--- src/rtl/core/bmd_ram.sv ---
// ----------------------------------------------------------------------------
// bmd_ram
// Single-port synchronous RAM; read data is registered and held between reads.
// ----------------------------------------------------------------------------
module bmd_ram #(
    parameter int WIDTH = 8,
    parameter int DEPTH = 256
) (
    input  logic                     clk,
    input  logic                     en,
    input  logic                     we,
    input  logic [$clog2(DEPTH)-1:0] addr,
    input  logic [WIDTH-1:0]         wdata,
    output logic [WIDTH-1:0]         rdata
);

    logic [WIDTH-1:0] mem [DEPTH];
    logic [WIDTH-1:0] rdata_reg;

    always_ff @(posedge clk)
    begin
        if (en && we)
        begin
            mem[addr] <= wdata;
        end
        if (en && !we)
        begin
            rdata_reg <= mem[addr];
        end
    end

    assign rdata = rdata_reg;

endmodule

--- config.mk ---
export PLATFORM = sky130hd
export DESIGN_NAME = bmd_ram
export DESIGN_NICKNAME = d
export VERILOG_FILES = /design/src/rtl/core/bmd_ram.sv
export SDC_FILE = /design/constraint.sdc
export NUM_CORES = 2
export LEC_CHECK = 0
export BUFFER_PORTS_ARGS = -buffer_cell sky130_fd_sc_hd__buf_2
export CAP_MARGIN = 20
export CORE_ASPECT_RATIO = 0.8
export CORE_MARGIN = 2
export CORE_UTILIZATION = 40
export CTS_CLUSTER_SIZE = 16
export DETAILED_ROUTE_END_ITERATION = 8
export PLACE_DENSITY_LB_ADDON = 0.05
export SETUP_SLACK_MARGIN = 0.2
export SYNTH_ARGS = -nofsm -noshare
export SYNTH_HDL_FRONTEND = slang
export SYNTH_SLANG_ARGS = --single-unit
export TNS_END_PERCENT = 30
--- constraint.sdc ---
create_clock -name clk -period 3.2 [get_ports clk]
set_input_delay 0.32 -clock clk [delete_from_list [all_inputs] [get_ports clk]]
set_output_delay 0.32 -clock clk [all_outputs]
set_load 0.02 [all_outputs]
==> summary.md <==
| Metric | Value |
|---|---|
| Core box area | `0.195 mm^2` |
| Post-DRT Antenna Nets | `0` |
| Most common cell after layout, fill and taps aside | `edfxtp_1` |
| Worst VDD drop | `0.429 mV` |
| Crit path max fanout | `1` |
| Final #Nets | `4149` |
| Setup CP Type | `reg -> reg` |
| Starting density of the core | `0.402` |
| Initial DRC count | `4256` |
| Flop-to-flop setup slack | `260 ps` |
| Syn_nets | `3545` |
| Largest net degree at the start of global routing | `117` |
| Vias in the first global route | `40199` |
| Final setup TNS | `0 ps` |
| Hold Path Stages | `1` |
| Final setup fails | `0` |
| Rows | `145` |
| DR vias | `38863` |
| IO Count | `27` |
| Hold slack | `1.82 ps` |
| PwrDens | `609 mW/mm^2` |
| Die W | `499 um` |
| Sequential area share after synthesis | `0.788` |
| CP startpoint | `mem[61][3]` |
| R2R Path Start | `mem[61][3]` |
| Most used cell, CP | `buf_4` |
| Total gr overflow | `0` |
| Yosys reg bits | `2056` |
| Reg2Reg Depth | `7` |
| Post-Synthesis Cells | `3526` |
| Layout cells sized above 1 | `0.337` |
| First-pass GRT wire length | `305 mm` |
| Clk slew on worst S/H paths | `60 ps` |
| Port bufs | `26` |
| CP required | `3750 ps` |
| Distinct cells, synth | `21` |
| F_max | `340 MHz` |
| HPWL Detailed | `136 mm` |
| WL final | `217 mm` |
| Most frequent cells in the layout | `edfxtp_1, buf_4, mux4_2` |
| Synthesized area per cell | `22.2 um^2` |
| Destination of the worst hold path | `mem[128][4]` |
| Final hold vios | `0` |
| Post-CTS Setup Bufs | `0` |
| Least-Margin Pin Slew | `1110 ps` |
| Power, Total | `56.5 mW` |
| RSZ-0062 raised after global routing | `no` |
| Vias/cell | `5.66` |
| Max-Cap Viols | `0` |
| Routability cong. | `0.787` |
| Number of CTS-inserted buffers | `204` |
| Period utilisation layout | `0.919` |
| Worst-case clock buffer depth | `3` |
| Clock Skew | `20.3 ps` |
| CTS Root Cell | `clkbuf_16` |
| Worst setup SP type | `register` |
| Initial antenna violation count | `16` |
| Synthesis Warnings | `0` |
| Setup crit end kind | `register` |
| Crit path DAT | `3490 ps` |
| Outcome | `complete, no violations` |
| Max-slew violations | `0` |
| DR WL/cell | `31.5 um` |
| GRT Overall Usage | `0.218` |
| Critical-path top delay cell | `o41ai_1` |
| CTS tree | `yes` |
| Crit-path cells | `mux4_2, a22oi_1, buf_4, a21oi_1, o41ai_1, buf_4, nand4_1` |
| Skew-Pair Late Insertion Delay | `810 ps` |
| Headroom to the max-slew limit | `0.260` |
| Max FFs per register | `2048` |
| Slowest stage delay, CP | `850 ps` |
| H-tree Lvls | `4` |
| Mapped Area | `0.0784 mm^2` |
| Die Y | `400 um` |
| Worst Min Path Start | `wdata[4]` |
| P_leak | `29.3 nW` |
| Area Overhead vs Synth | `18.4%` |
| DRC | `0` |
| RR Endpoint | `rdata[3]` |
| DIE AREA | `0.200 mm^2` |
| HP Class | `in -> reg` |
| Clock sink total | `2056` |
| Router iterations before antenna repair | `8` |
| Final Critical Period | `2940 ps` |
[per-layer routing]
layer,up-vias,track usage,part of all wire
met3,274,0.0438,0.070
li1,16226,-,-
met1,21060,0.315,0.44
met5,-,0,0.000051
met2,1301,0.342,0.47
met4,2,0.0532,0.022
[kinds of logic after synthesis]
group / after synthesis / synth area share
DFF: 2056 / 0.788
and+or+nand+nor: 317 / 0.0161
muxes: 512 / 0.147
AOI/OAI and AO/OA: 416 / 0.0363
buffers and inverters: 225 / 0.0128
[cell type report]
class	count	area, um^2
Fill cell	15825	102000
Sequential cell	2056	61700
Multi-Input combinational cell	1245	15700
Timing Repair Buffer	623	5480
Clock buffer	248	5330
Tap cell	2572	3220
Clock inverter	123	1300
Antenna cell	5	12.5
[stage by stage]
stage,util,setup slack [ps],std cells,area (um^2)
finish,0.476,259,6872,92800
global route,0.476,208,6869,92800
CTS,0.476,280,6867,92800
detailed placement,0.442,-396,6494,86200
global placement,0.442,-432,6494,86200
floorplan,-,585,3526,78400
[worst max path at each step]
stage             endpoint  slack [ps]  cells after the start
6_report          rdata[3]         260                      7
5_1_grt           rdata[3]         210                      7
4_1_cts           rdata[3]         280                      7
3_5_place_dp      rdata[7]        -400                      9
3_3_place_gp      rdata[5]        -430                      9
2_1_floorplan  mem[117][0]         580                      8
[cells in the mapped netlist]
cell type  instances  area, um^2
nand2_1           30         113
buf_1             21        78.8
o41ai_1           32         280
nor2_1           259         972
edfxtp_1        2056       61700
or2_2              1        6.26
a21oi_1          128         641
clkbuf_1         143         537
mux4_2           512       11500
nor3b_1            2        15.0
nand2b_1           2        12.5
and2_1             2        12.5
buf_2             41         205
nor2b_1            7        43.8
nand4_1            8        50.1
a22oi_1          256        1920
buf_6              9         101
nor3_1             1        5.00
and4_1             1        8.76
buf_4             11        82.6
nand3_1            4        20.0
[where the power goes]
group | internal [mW] | switching (mW)
Sequential | 29.7 | 0.0154
Clock | 14.0 | 10.1
Combinational | 1.05 | 1.71
[critical path, delay by kind of cell, from the launching register on]
family	cells	cell delay [ps]
flops	1	370
buf+inv	2	470
simple gates	1	100
compound gates	3	1250
mux	1	490
[what timing repair did]
action	in CTS	in global routing
gates resized for setup	0	0
hold endpoints to repair	6	0
hold buffers	2	0
(Power assumes the default switching activity.)
